**src/sv/etuc_pkg.sv**
```systemverilog
// package for the epoch seconds to utc calendar block
// constants, state type, month length table; no dependencies
`default_nettype none
package etuc_pkg;
    localparam int IN_W = 63;
    localparam int DAYS_W = 47;
    localparam int CYC_W = 30;
    localparam logic [30:0] YEAR_LIMIT = 31'h7FFFFFFF;

    // reciprocals floor(2^63 / d) for the constant divider
    localparam logic [62:0] MAG_60  = 63'(64'h8000_0000_0000_0000 / 64'd60);
    localparam logic [62:0] MAG_24  = 63'(64'h8000_0000_0000_0000 / 64'd24);
    localparam logic [62:0] MAG_7   = 63'(64'h8000_0000_0000_0000 / 64'd7);
    localparam logic [62:0] MAG_CYC = 63'(64'h8000_0000_0000_0000 / 64'd146097);

    typedef enum logic [3:0] {
        ST_IDLE, ST_DIV60A, ST_DIV60B, ST_DIV24, ST_DIV7, ST_DIVCYC,
        ST_YEAR, ST_MONTH, ST_DONE
    } t_state;

    function automatic logic [4:0] month_len(input logic leap, input logic [3:0] mon);
        logic [4:0] v;
        begin
            case (mon)
                4'd1: v = leap ? 5'd29 : 5'd28;
                4'd3, 4'd5, 4'd8, 4'd10: v = 5'd30;
                default: v = 5'd31;
            endcase
            return v;
        end
    endfunction
endpackage
`default_nettype wire

```
**src/sv/etuc_if.sv**
```systemverilog
// valid/ready channel interfaces for the block
// depends on nothing
`default_nettype none
interface etuc_in_if;
    logic        valid;
    logic        ready;
    logic [62:0] epoch_seconds;
    modport source (output valid, epoch_seconds, input ready);
    modport sink (input valid, epoch_seconds, output ready);
endinterface

interface etuc_out_if;
    logic        valid;
    logic        ready;
    logic [5:0]  second;
    logic [5:0]  minute;
    logic [4:0]  hour;
    logic [4:0]  day_of_month;
    logic [3:0]  month;
    logic [30:0] years_since_1900;
    logic [2:0]  weekday;
    logic [8:0]  day_of_year;
    logic        overflow;
    modport source (output valid, second, minute, hour, day_of_month, month,
        years_since_1900, weekday, day_of_year, overflow, input ready);
    modport sink (input valid, second, minute, hour, day_of_month, month,
        years_since_1900, weekday, day_of_year, overflow, output ready);
endinterface
`default_nettype wire

```
**src/sv/etuc_cdiv.sv**
```systemverilog
// divider by a constant through reciprocal multiplication on one shared
// 32x32 multiplier; depends on nothing
`default_nettype none
module etuc_cdiv (
    input  wire logic        i_clk,
    input  wire logic        i_rst_n,
    input  wire logic        i_start,
    input  wire logic [62:0] i_num,
    input  wire logic [17:0] i_den,
    input  wire logic [62:0] i_mag,
    output logic             o_busy,
    output logic [62:0]      o_quo,
    output logic [17:0]      o_rem
);
    logic [2:0]   r_step;
    logic         r_busy;
    logic [62:0]  r_n;
    logic [62:0]  r_m;
    logic [62:0]  r_q;
    logic [17:0]  r_d;
    logic [125:0] r_acc;
    logic [31:0]  r_r;
    logic [31:0]  mul_a, mul_b;
    logic [63:0]  mul_p;

    // partial products of num * mag, then quotient estimate * den
    always_comb begin
        case (r_step)
            3'd0: begin
                mul_a = r_n[31:0];
                mul_b = r_m[31:0];
            end
            3'd1: begin
                mul_a = r_n[31:0];
                mul_b = {1'b0, r_m[62:32]};
            end
            3'd2: begin
                mul_a = {1'b0, r_n[62:32]};
                mul_b = r_m[31:0];
            end
            3'd3: begin
                mul_a = {1'b0, r_n[62:32]};
                mul_b = {1'b0, r_m[62:32]};
            end
            default: begin
                mul_a = r_acc[94:63];
                mul_b = {14'd0, r_d};
            end
        endcase
    end
    assign mul_p = mul_a * mul_b;

    always_ff @(posedge i_clk) begin
        if (!i_rst_n) begin
            r_busy <= 1'b0;
            r_step <= '0;
        end else if (i_start) begin
            r_busy <= 1'b1;
            r_step <= 3'd0;
        end else if (r_busy) begin
            if (r_step == 3'd5) r_busy <= 1'b0;
            r_step <= r_step + 3'd1;
        end
    end

    always_ff @(posedge i_clk) begin
        if (i_start) begin
            r_n   <= i_num;
            r_m   <= i_mag;
            r_d   <= i_den;
            r_acc <= '0;
        end else if (r_busy) begin
            case (r_step)
                3'd0: r_acc <= r_acc + {62'd0, mul_p};
                3'd1, 3'd2: r_acc <= r_acc + {30'd0, mul_p, 32'd0};
                3'd3: r_acc <= r_acc + {mul_p[61:0], 64'd0};
                3'd4: begin
                    r_q <= r_acc[125:63];
                    r_r <= r_n[31:0] - mul_p[31:0];
                end
                // estimate is low by at most one
                3'd5: if (r_r >= {14'd0, r_d}) begin
                    r_q <= r_q + 63'd1;
                    r_r <= r_r - {14'd0, r_d};
                end
                default: r_acc <= r_acc;
            endcase
        end
    end

    assign o_busy = r_busy | i_start;
    assign o_quo  = r_q;
    assign o_rem  = r_r[17:0];
endmodule
`default_nettype wire

```
**src/sv/epoch_seconds_to_utc_calendar_core.sv**
```systemverilog
// epoch seconds to utc calendar, top level
// uses etuc_pkg, etuc_if and etuc_cdiv
//
// usage: one beat on s_in (seconds since 1970) gives one beat on m_out with
// the broken-down utc time, or overflow set and all other fields zero.
// the block takes one beat at a time; s_in.ready is high only when idle.
// processing: five passes of the shared constant divider (by 60, 60, 24, 7
// and 146097), each with start and unload, then one year step per cycle
// (up to 399) and one month step per cycle (up to 11) before the result.
// the shared 32x32 multiplier and the year and month loops set the pace.
// a result holds on m_out until m_out.ready; no new beat is taken meanwhile.
// reset (synchronous, active low) returns to idle with no result pending.
`default_nettype none
module epoch_seconds_to_utc_calendar_core (
    input  wire logic i_clk,
    input  wire logic i_rst_n,
    etuc_in_if.sink   s_in,
    etuc_out_if.source m_out
);
    import etuc_pkg::*;

    t_state r_state, n_state;
    logic        div_start, div_busy;
    logic [62:0] div_num, div_quo;
    logic [62:0] div_mag;
    logic [17:0] div_den, div_rem;
    logic [62:0] r_val;
    logic [5:0]  r_sec, r_min;
    logic [4:0]  r_hour;
    logic [2:0]  r_wday;
    logic [46:0] r_days;
    logic [17:0] r_rem;
    logic [47:0] r_year;
    logic [3:0]  r_mon;
    logic [8:0]  r_doy;
    logic        r_started;
    logic        leap;
    logic [8:0]  ylen;
    logic [4:0]  mlen;

    etuc_cdiv u_div (
        .i_clk(i_clk), .i_rst_n(i_rst_n), .i_start(div_start), .i_num(div_num),
        .i_den(div_den), .i_mag(div_mag), .o_busy(div_busy), .o_quo(div_quo),
        .o_rem(div_rem)
    );

    // year offset is 70 + 400k, so leap test works on (year+1900) mod 400
    // tracked separately as the year only steps by one
    logic [8:0] r_y400;
    assign leap = (r_y400 == 9'd0) ||
        ((r_y400 != 9'd100) && (r_y400 != 9'd200) && (r_y400 != 9'd300)
         && (r_y400[1:0] == 2'b00));
    assign ylen = leap ? 9'd366 : 9'd365;
    assign mlen = month_len(leap, r_mon);

    always_comb begin
        n_state = r_state;
        case (r_state)
            ST_IDLE:   if (s_in.valid) n_state = ST_DIV60A;
            ST_DIV60A: if (r_started && !div_busy) n_state = ST_DIV60B;
            ST_DIV60B: if (r_started && !div_busy) n_state = ST_DIV24;
            ST_DIV24:  if (r_started && !div_busy) n_state = ST_DIV7;
            ST_DIV7:   if (r_started && !div_busy) n_state = ST_DIVCYC;
            ST_DIVCYC: if (r_started && !div_busy) n_state = ST_YEAR;
            ST_YEAR:   if ({9'd0, r_rem} < {18'd0, ylen}) n_state = ST_MONTH;
            ST_MONTH:  if (r_mon == 4'd11 || r_rem < {13'd0, mlen}) n_state = ST_DONE;
            ST_DONE:   if (m_out.ready) n_state = ST_IDLE;
            default:   n_state = ST_IDLE;
        endcase
    end

    always_comb begin
        div_start = 1'b0;
        div_num   = r_val;
        div_den   = 18'd60;
        div_mag   = MAG_60;
        case (r_state)
            ST_DIV60A: begin div_start = !r_started; div_den = 18'd60; end
            ST_DIV60B: begin div_start = !r_started; div_den = 18'd60; end
            ST_DIV24: begin
                div_start = !r_started;
                div_den   = 18'd24;
                div_mag   = MAG_24;
            end
            ST_DIV7: begin
                div_start = !r_started;
                div_num   = {16'd0, r_days} + 63'd4;
                div_den   = 18'd7;
                div_mag   = MAG_7;
            end
            ST_DIVCYC: begin
                div_start = !r_started;
                div_num   = {16'd0, r_days};
                div_den   = 18'd146097;
                div_mag   = MAG_CYC;
            end
            default: div_start = 1'b0;
        endcase
    end

    always_ff @(posedge i_clk) begin
        if (!i_rst_n) begin
            r_state   <= ST_IDLE;
            r_started <= 1'b0;
        end else begin
            r_state   <= n_state;
            r_started <= (n_state == r_state) ? (r_started | div_start) : 1'b0;
        end
    end

    always_ff @(posedge i_clk) begin
        case (r_state)
            ST_IDLE: if (s_in.valid) r_val <= s_in.epoch_seconds;
            ST_DIV60A: if (r_started && !div_busy) begin
                r_sec <= div_rem[5:0]; r_val <= div_quo;
            end
            ST_DIV60B: if (r_started && !div_busy) begin
                r_min <= div_rem[5:0]; r_val <= div_quo;
            end
            ST_DIV24: if (r_started && !div_busy) begin
                r_hour <= div_rem[4:0]; r_days <= div_quo[46:0];
            end
            ST_DIV7: if (r_started && !div_busy) r_wday <= div_rem[2:0];
            ST_DIVCYC: if (r_started && !div_busy) begin
                r_rem  <= div_rem;
                r_year <= {div_quo[39:0], 8'd0} + {div_quo[40:0], 7'd0}
                          + {div_quo[43:0], 4'd0} + 48'd70;
                r_y400 <= 9'd370;
                r_mon  <= 4'd0;
                r_doy  <= 9'd0;
            end
            ST_YEAR: if ({9'd0, r_rem} >= {18'd0, ylen}) begin
                r_rem  <= r_rem - {9'd0, ylen};
                r_year <= r_year + 48'd1;
                r_y400 <= (r_y400 == 9'd399) ? 9'd0 : r_y400 + 9'd1;
            end
            ST_MONTH: if (!(r_mon == 4'd11 || r_rem < {13'd0, mlen})) begin
                r_rem <= r_rem - {13'd0, mlen};
                r_doy <= r_doy + {4'd0, mlen};
                r_mon <= r_mon + 4'd1;
            end
            default: r_val <= r_val;
        endcase
    end

    logic ovf;
    assign ovf = (r_year > {17'd0, YEAR_LIMIT});
    assign s_in.ready = (r_state == ST_IDLE);
    assign m_out.valid = (r_state == ST_DONE);
    assign m_out.second = ovf ? 6'd0 : r_sec;
    assign m_out.minute = ovf ? 6'd0 : r_min;
    assign m_out.hour = ovf ? 5'd0 : r_hour;
    assign m_out.day_of_month = ovf ? 5'd0 : (r_rem[4:0] + 5'd1);
    assign m_out.month = ovf ? 4'd0 : r_mon;
    assign m_out.years_since_1900 = ovf ? 31'd0 : r_year[30:0];
    assign m_out.weekday = ovf ? 3'd0 : r_wday;
    assign m_out.day_of_year = ovf ? 9'd0 : (r_doy + r_rem[8:0]);
    assign m_out.overflow = ovf;

`ifndef SYNTHESIS
    a_ready_idle: assert property (@(posedge i_clk) disable iff (!i_rst_n)
        (s_in.valid && s_in.ready) |=> !s_in.ready)
        else $error("accepted a beat while busy");
    a_no_both: assert property (@(posedge i_clk) disable iff (!i_rst_n)
        !(s_in.ready && m_out.valid))
        else $error("input ready with result pending");
    a_hold: assert property (@(posedge i_clk) disable iff (!i_rst_n)
        (m_out.valid && !m_out.ready) |=> (m_out.valid && $stable(m_out.month)))
        else $error("result dropped under stall");
`endif
endmodule
`default_nettype wire

```
**src/flat_wrapper.sv**
```systemverilog
// flat-port wrapper written by rule: the top's interface ports become plain ports
module epoch_seconds_to_utc_calendar_core_flat import etuc_pkg::*;
  (i_clk, i_rst_n, s_in_valid, s_in_epoch_seconds, s_in_ready, m_out_valid, m_out_second, m_out_minute, m_out_hour, m_out_day_of_month, m_out_month, m_out_years_since_1900, m_out_weekday, m_out_day_of_year, m_out_overflow, m_out_ready);
  etuc_in_if s_in_i ();
  etuc_out_if m_out_i ();
  input  wire logic i_clk;
  input  wire logic i_rst_n;
  input wire logic [$bits(s_in_i.valid)-1:0] s_in_valid;
  input wire logic [$bits(s_in_i.epoch_seconds)-1:0] s_in_epoch_seconds;
  output wire logic [$bits(s_in_i.ready)-1:0] s_in_ready;
  output wire logic [$bits(m_out_i.valid)-1:0] m_out_valid;
  output wire logic [$bits(m_out_i.second)-1:0] m_out_second;
  output wire logic [$bits(m_out_i.minute)-1:0] m_out_minute;
  output wire logic [$bits(m_out_i.hour)-1:0] m_out_hour;
  output wire logic [$bits(m_out_i.day_of_month)-1:0] m_out_day_of_month;
  output wire logic [$bits(m_out_i.month)-1:0] m_out_month;
  output wire logic [$bits(m_out_i.years_since_1900)-1:0] m_out_years_since_1900;
  output wire logic [$bits(m_out_i.weekday)-1:0] m_out_weekday;
  output wire logic [$bits(m_out_i.day_of_year)-1:0] m_out_day_of_year;
  output wire logic [$bits(m_out_i.overflow)-1:0] m_out_overflow;
  input wire logic [$bits(m_out_i.ready)-1:0] m_out_ready;
  assign s_in_i.valid = s_in_valid;
  assign s_in_i.epoch_seconds = s_in_epoch_seconds;
  assign s_in_ready = s_in_i.ready;
  assign m_out_valid = m_out_i.valid;
  assign m_out_second = m_out_i.second;
  assign m_out_minute = m_out_i.minute;
  assign m_out_hour = m_out_i.hour;
  assign m_out_day_of_month = m_out_i.day_of_month;
  assign m_out_month = m_out_i.month;
  assign m_out_years_since_1900 = m_out_i.years_since_1900;
  assign m_out_weekday = m_out_i.weekday;
  assign m_out_day_of_year = m_out_i.day_of_year;
  assign m_out_overflow = m_out_i.overflow;
  assign m_out_i.ready = m_out_ready;
  epoch_seconds_to_utc_calendar_core u_core (.i_clk(i_clk), .i_rst_n(i_rst_n), .s_in(s_in_i), .m_out(m_out_i));
endmodule
```
**config.mk**
```make
export PLATFORM = sky130hd
export DESIGN_NAME = epoch_seconds_to_utc_calendar_core_flat
export DESIGN_NICKNAME = d
export VERILOG_FILES = /design/src/sv/etuc_pkg.sv /design/src/sv/etuc_if.sv /design/src/sv/etuc_cdiv.sv /design/src/sv/epoch_seconds_to_utc_calendar_core.sv /design/src/flat_wrapper.sv
export SDC_FILE = /design/constraint.sdc
export NUM_CORES = 2
export LEC_CHECK = 0
export BUFFER_PORTS_ARGS = -buffer_cell sky130_fd_sc_hd__buf_4
export CAP_MARGIN = 20
export CORE_MARGIN = 4
export CORE_UTILIZATION = 25
export CTS_BUF_LIST = sky130_fd_sc_hd__clkbuf_16
export CTS_CLUSTER_DIAMETER = 120
export DETAILED_ROUTE_END_ITERATION = 8
export HOLD_SLACK_MARGIN = 0.05
export SYNTH_ARGS = -nofsm -noshare
export SYNTH_HDL_FRONTEND = slang
export SYNTH_SLANG_ARGS = --single-unit
export TNS_END_PERCENT = 100
```
**constraint.sdc**
```tcl
create_clock -name i_clk -period 11.5 [get_ports i_clk]
set_input_delay 1.725 -clock i_clk [delete_from_list [all_inputs] [get_ports i_clk]]
set_output_delay 1.725 -clock i_clk [all_outputs]
set_load 0.03 [all_outputs]
```
Yosys cells after proc, flatten, opt, wreduce, memory -nomap -nowiden
Cells that the tools add are included.
{"block": "word_totals", "register_bits": 592, "wordCells": 173}
{"block": "op_classes", "magnitude_cmp": 5, "bitwise_logic": 4, "n_mux": 55, "n_eq_ne": 30, "n_reduce_logical": 38, "n_mul": 1, "add_sub_neg": 19}
{"op": "$pmux W126 S3", "n": 1}
{"op": "$pmux W63 S2", "n": 3}
{"op": "$pmux W32 S2", "n": 3}
{"op": "$mux W63", "n": 3}
{"op": "$pmux W61 S3", "n": 1}
{"op": "$add A126 B126 Y126", "n": 1}
{"op": "$add A126 B64 Y126", "n": 1}
{"op": "$add A126 B96 Y126", "n": 1}
{"op": "$pmux W18 S3", "n": 2}
{"op": "$add A48 B48 Y48", "n": 2}
{"op": "$mux W48", "n": 2}
{"op": "$pmux W48 S2", "n": 1}
{"op": "$mul A32 B32 Y64", "n": 1}
{"op": "$add A63 B1 Y63 const B", "n": 1}
{"op": "$mux W18", "n": 3}
{"op": "$mux W9", "n": 6}
{"op": "$add A47 B3 Y48 const B", "n": 1}
{"op": "$add A48 B1 Y48 const B", "n": 1}
{"op": "$add A48 B7 Y48 const B", "n": 1}
{"op": "$gt A48 B31 Y1 const B", "n": 1}
{"op": "$mux W4", "n": 12}
{"op": "$pmux W4 S9", "n": 1}
{"op": "$pmux W9 S2", "n": 2}
{"op": "$ge A32 B18 Y1", "n": 1}
{"op": "53 further kinds", "n": 100}

Depth between registers and ports, before layout
{"block": "logic_depth", "ltp_word": 13, "ltp_mapped": 54}

Modules after synthesis
Synthesis repeated with hierarchy kept, for this count alone.
{"block": "unflattened", "hier_cells": 9343, "hier_area_um2": 80728.7}
{"mod": "etuc_cdiv", "cells_per_inst": 7784, "area_each_um2": 64982.3, "n_inst": 1}
{"mod": "epoch_seconds_to_utc_calendar_core", "cells_per_inst": 1559, "area_each_um2": 15746.4, "n_inst": 1}

Worst setup path before layout
Ideal clock, no wire load.
{"block": "synth_timing", "path_kind": "reg2reg", "start": "register u_core.u_div.r_step[2]", "end": "register u_core.u_div.r_acc[113]", "arrival_ns": 12.452, "setup_time_ns": 0.132, "path_stages_with_launch": 51, "t_required_ns": 11.368, "synth_period_minus_slack_ns": 12.584, "n_path_buf": 7, "slack_ns": -1.084, "path_cell_list": "dfxtp_1 inv_1 clkbuf_1 clkbuf_1 ha_1 a21o_1 clkbuf_1 clkbuf_1 clkbuf_1 a221oi_1 clkbuf_1 nor2_1 fa_1 inv_1 fa_1 fa_1 fa_1 inv_1 (+15 left out) a31oi_1 a31oi_1 o31a_1 o21ai_0 a221oi_1 xnor2_1 ha_1 clkbuf_1 nand3_1 nor3_1 nand2_1 a211oi_1 o21a_1 o211ai_1 or3_1 a21o_1 a2111oi_0 nor3_1"}
{"block": "synth_via", "elab_chain_len": 6, "elab_cells_between_ends": 18, "classes_between": "add/sub: 3; mul: 1; eq/ne: 3; mux: 3; reduce/logical: 8"}
{"element": "start, declared", "line": "etuc_cdiv.sv:15", "text": "logic [2:0] r_step;"}
{"element": "start signal, assigned", "line": "etuc_cdiv.sv:62", "text": "r_step <= r_step + 3'd1;"}
{"element": "$eq A3 B2 Y1, or another cell as far along", "line": "etuc_cdiv.sv:28, etuc_cdiv.sv:73"}
{"element": "$reduce_or A2 Y1 (no source line)"}
{"element": "$pmux W32 S2", "line": "etuc_cdiv.sv:28", "text": "case (r_step)"}
{"element": "$mul A32 B32 Y64", "line": "etuc_cdiv.sv:51", "text": "assign mul_p = mul_a * mul_b;"}
{"element": "$add A126 B126 Y126, or another cell as far along", "line": "etuc_cdiv.sv:76", "text": "3'd3: r_acc <= r_acc + {mul_p[61:0], 64'd0};"}
{"element": "$pmux W126 S3", "line": "etuc_cdiv.sv:73", "text": "case (r_step)"}
{"element": "end signal, assigned", "line": "etuc_cdiv.sv:74", "text": "3'd0: r_acc <= r_acc + {62'd0, mul_p};"}
{"element": "end signal, assigned", "line": "etuc_cdiv.sv:75", "text": "3'd1, 3'd2: r_acc <= r_acc + {30'd0, mul_p, 32'd0};"}
{"element": "end signal, assigned", "line": "etuc_cdiv.sv:76"}
{"element": "end, declared", "line": "etuc_cdiv.sv:21", "text": "logic [125:0] r_acc;"}
Several ways; a longest one is shown, not always the timed one.
A chain may end at the register's enable or synchronous reset.

Worst setup path after layout
{"block": "layout_timing", "start": "register u_core.u_div.r_step[0]", "end": "register u_core.u_div.r_acc[110]"}
The elaborated chain is that of the path after synthesis.

==> results.yml <==
run_status:
  status: "finished with violations"
  violations: "negative setup slack"
cells_and_area:
  regArea_sq_um: 14390
  multi_input_area_sq_um: 58840
  area_delta_synth_final_pct: 25.82
  final_nets: 11690
  nFillCells: 32093
  drive_gt1_frac: 0.2003
drt:
  totalWireLength_um: 307700
  drc_errors: 0
  vias_per_cell: 5.051
  drtIter0Drc: 7240
  dr.pass1.iters: 6
  routedWlPerCell_um: 21.62
  route.antenna.remaining_nets: 0
  vias: 71885
sta:
  slew_headroom: 0.1671
  post-route-min-period_ps: 11860
  tns_ps: -7563
  rsz0062_at_grt: "true"
  worstMarginPinSlew_ps: 1249
  max_freq_mhz: 84.33
  maxSlewViolCount: 0
  hold_violations: 0
  finalCritPeriodShare: 1.031
  finalWorstSetupSlack_ps: -357.6
  finClkSkew_ps: 30.48
  finalSetupViolCount: 53
yosys:
  ys_seq_area_frac: 0.1869
  yosys_most_used_dff: "edfxtp_1"
  synth_cell_types: 86
  synth_edf_count: 389
  async_flop_share: 0
  syn_nets: 10609
  ys_seq_elements: 524
  synth_cells: 8987
  synthTopCellsByCount: "inv_1, nand2_1, nor2_1, fa_1, ha_1"
  synth_warnings: 0
  synth_area_sq_um: 76940
  yosysTopAreaCellShare: 0.2326
  avgSynthCellArea_sq_um: 8.561
  synth_area_leader_cell: "fa_1"
  ys_top_cells_by_area: "fa_1, edfxtp_1, ha_1, inv_1, nand2_1"
  yosysMostFrequentCell: "inv_1"
placed_design:
  dp_hpwl_um: 253500
  port_buffers: 138
  place.gp.congestion: 1.012
hold_path:
  hold_depth: 2
  hold_path_class: "flop to flop"
  min_from: "u_core.u_div.r_acc[29]$_SDFFE_PP0P_"
die:
  io_pins: 139
  die_w_um: 562.8
  initial_core_util: 0.2514
  row_count: 203
  die_y_um: 562.8
  core_sq_um: 306100
  die_area_sq_um: 316700
setup_path:
  arrival_ps: 12440
  cp_slowest_cell: "fa_1"
  path_max_fanout: 25
  ff2ff_path_depth: 45
  slowest_delay_ps: 550
  end_kind: "flop"
  rr_startpoint: "u_core.u_div.r_step[0]$_SDFFE_PP0P_"
  worst-setup-path-type: "flop to flop"
  start_kind: "flop"
  crit_start: "u_core.u_div.r_step[0]$_SDFFE_PP0P_"
  required_ps: 12090
  crit_top_cell: "fa_1"
global_routing:
  overflow: 0
  grt_max_degree: 88
  grt_pass1_wl_um: 454300
  antenna_found_initial: 16
  grt_usage: 0.1881
  grt_pass1_vias: 70717
clock_tree:
  clk_latency_ps: 700
  cts_made_buffers: 59
  clk_pin_slew_ps: 70
  ctsRootBufferMaster: "clkbuf_16"
  cts.path.max_buffers: 3
  htreeDepth: 2
  cts_tree: "yes"
  clkSinkCount: 524
run:
  cap_violations: 0
-- path summary, 6_finish.rpt --
path              slack [ps]                              endpoint
setup / recovery        -360  u_core.u_div.r_acc[110]$_SDFFE_PP0P_
hold / removal           460   u_core.u_div.r_acc[29]$_SDFFE_PP0P_
setup reg to reg        -360  u_core.u_div.r_acc[110]$_SDFFE_PP0P_
hold reg to reg          460   u_core.u_div.r_acc[29]$_SDFFE_PP0P_
-- placed cells by master (no fill, tap or decap), drive strengths merged, types with 67 or more instances in the layout --
cell type | netlist | layout
ha | 661 | 661
nor3 | 118 | 118
fa | 894 | 894
buf | 29 | 1470
and2 | 141 | 141
dfxtp | 135 | 135
edfxtp | 389 | 389
o21ai | 491 | 491
clkbuf | 427 | 67
xnor2 | 313 | 313
a21oi | 527 | 527
a31oi | 75 | 75
nand3 | 156 | 156
nand4 | 127 | 127
and3 | 80 | 80
nand2 | 960 | 960
nor2 | 942 | 942
a221oi | 85 | 85
xor2 | 223 | 223
inv | 1112 | 1123
a21o | 227 | 227
-- through the flow --
step / instance area (sq um) / instances / util / worst slack, ps / hold slack [ps]
floorplan: 77390 / 8987 / - / -7.035 / 436.2
global placement: 92520 / 14054 / 0.3023 / -940.8 / 444.2
detailed placement: 92530 / 14055 / 0.3023 / -1081 / 448.7
CTS: 95130 / 14180 / 0.3108 / -303.2 / 459.8
global route: 96800 / 14227 / 0.3163 / -720.6 / 486.5
finish: 96810 / 14232 / 0.3163 / -357.6 / 462.1
-- area by class of cell --
type                       count  area share
multi-input combinational   6894      0.6078
clock inverter                51    0.005286
tap                         4100     0.05299
antenna                       13   0.0003360
inverter                    1113     0.04326
sequential                   524      0.1487
timing repair buffer        1476      0.1259
clock buffer                  61     0.01577
-- kinds of logic (layout without fill, tap and decap cells) --
family                   count (synthesis)  in the layout  share of synthesized area
AO/OA/AOI/OAI                         1925           1925                     0.1605
XOR/XNOR                               536            536                    0.06101
adder cells (fa/ha/maj)               1555           1555                     0.3401
buffers and inverters                 1569           2701                    0.07659
flip-flops                             524            524                     0.1869
multiplexers                            81             81                    0.01161
other                                    0             13                          0
AND/OR/NAND/NOR                       2797           2797                     0.1632
-- critical path, delay by kind of cell, from the launching register on --
family                   cells  cell delay, ps
AND/OR/NAND/NOR              4             960
flip-flops                   1             390
adder cells (fa/ha/maj)     12            4780
buffers and inverters        9            1070
XOR/XNOR                     1             190
AO/OA/AOI/OAI               19            4330
-- timing repair --
action                     CTS  global route
setup buffers               13            33
cloned                       0             6
pin swaps                   19            57
gates resized for setup    104           274
setup endpoints to repair   72            82
hold buffers                 0             0
-- flip-flops by register name, indices dropped and copies added, names as in the netlist, 18 cells and up --
name / count
u_core.r_days: 47
u_core.r_rem: 18
u_core.r_val: 63
u_core.r_year: 48
u_core.u_div.o_quo: 63
u_core.u_div.r_acc: 126
u_core.u_div.r_n: 63
u_core.u_div.r_r: 32
-- per-layer routing --
metal | vias to the layer above | GRT usage | routed length (um)
met5 | - | 0 | 31
li1 | 32556 | - | -
met2 | 3095 | 0.2983 | 137200
met4 | 4 | 0.09105 | 17870
met1 | 35526 | 0.2470 | 126200
met3 | 704 | 0.03359 | 26320
Power is not shown: default switching activity piles up to over one toggle a cycle in this logic, so the estimate is an artifact.
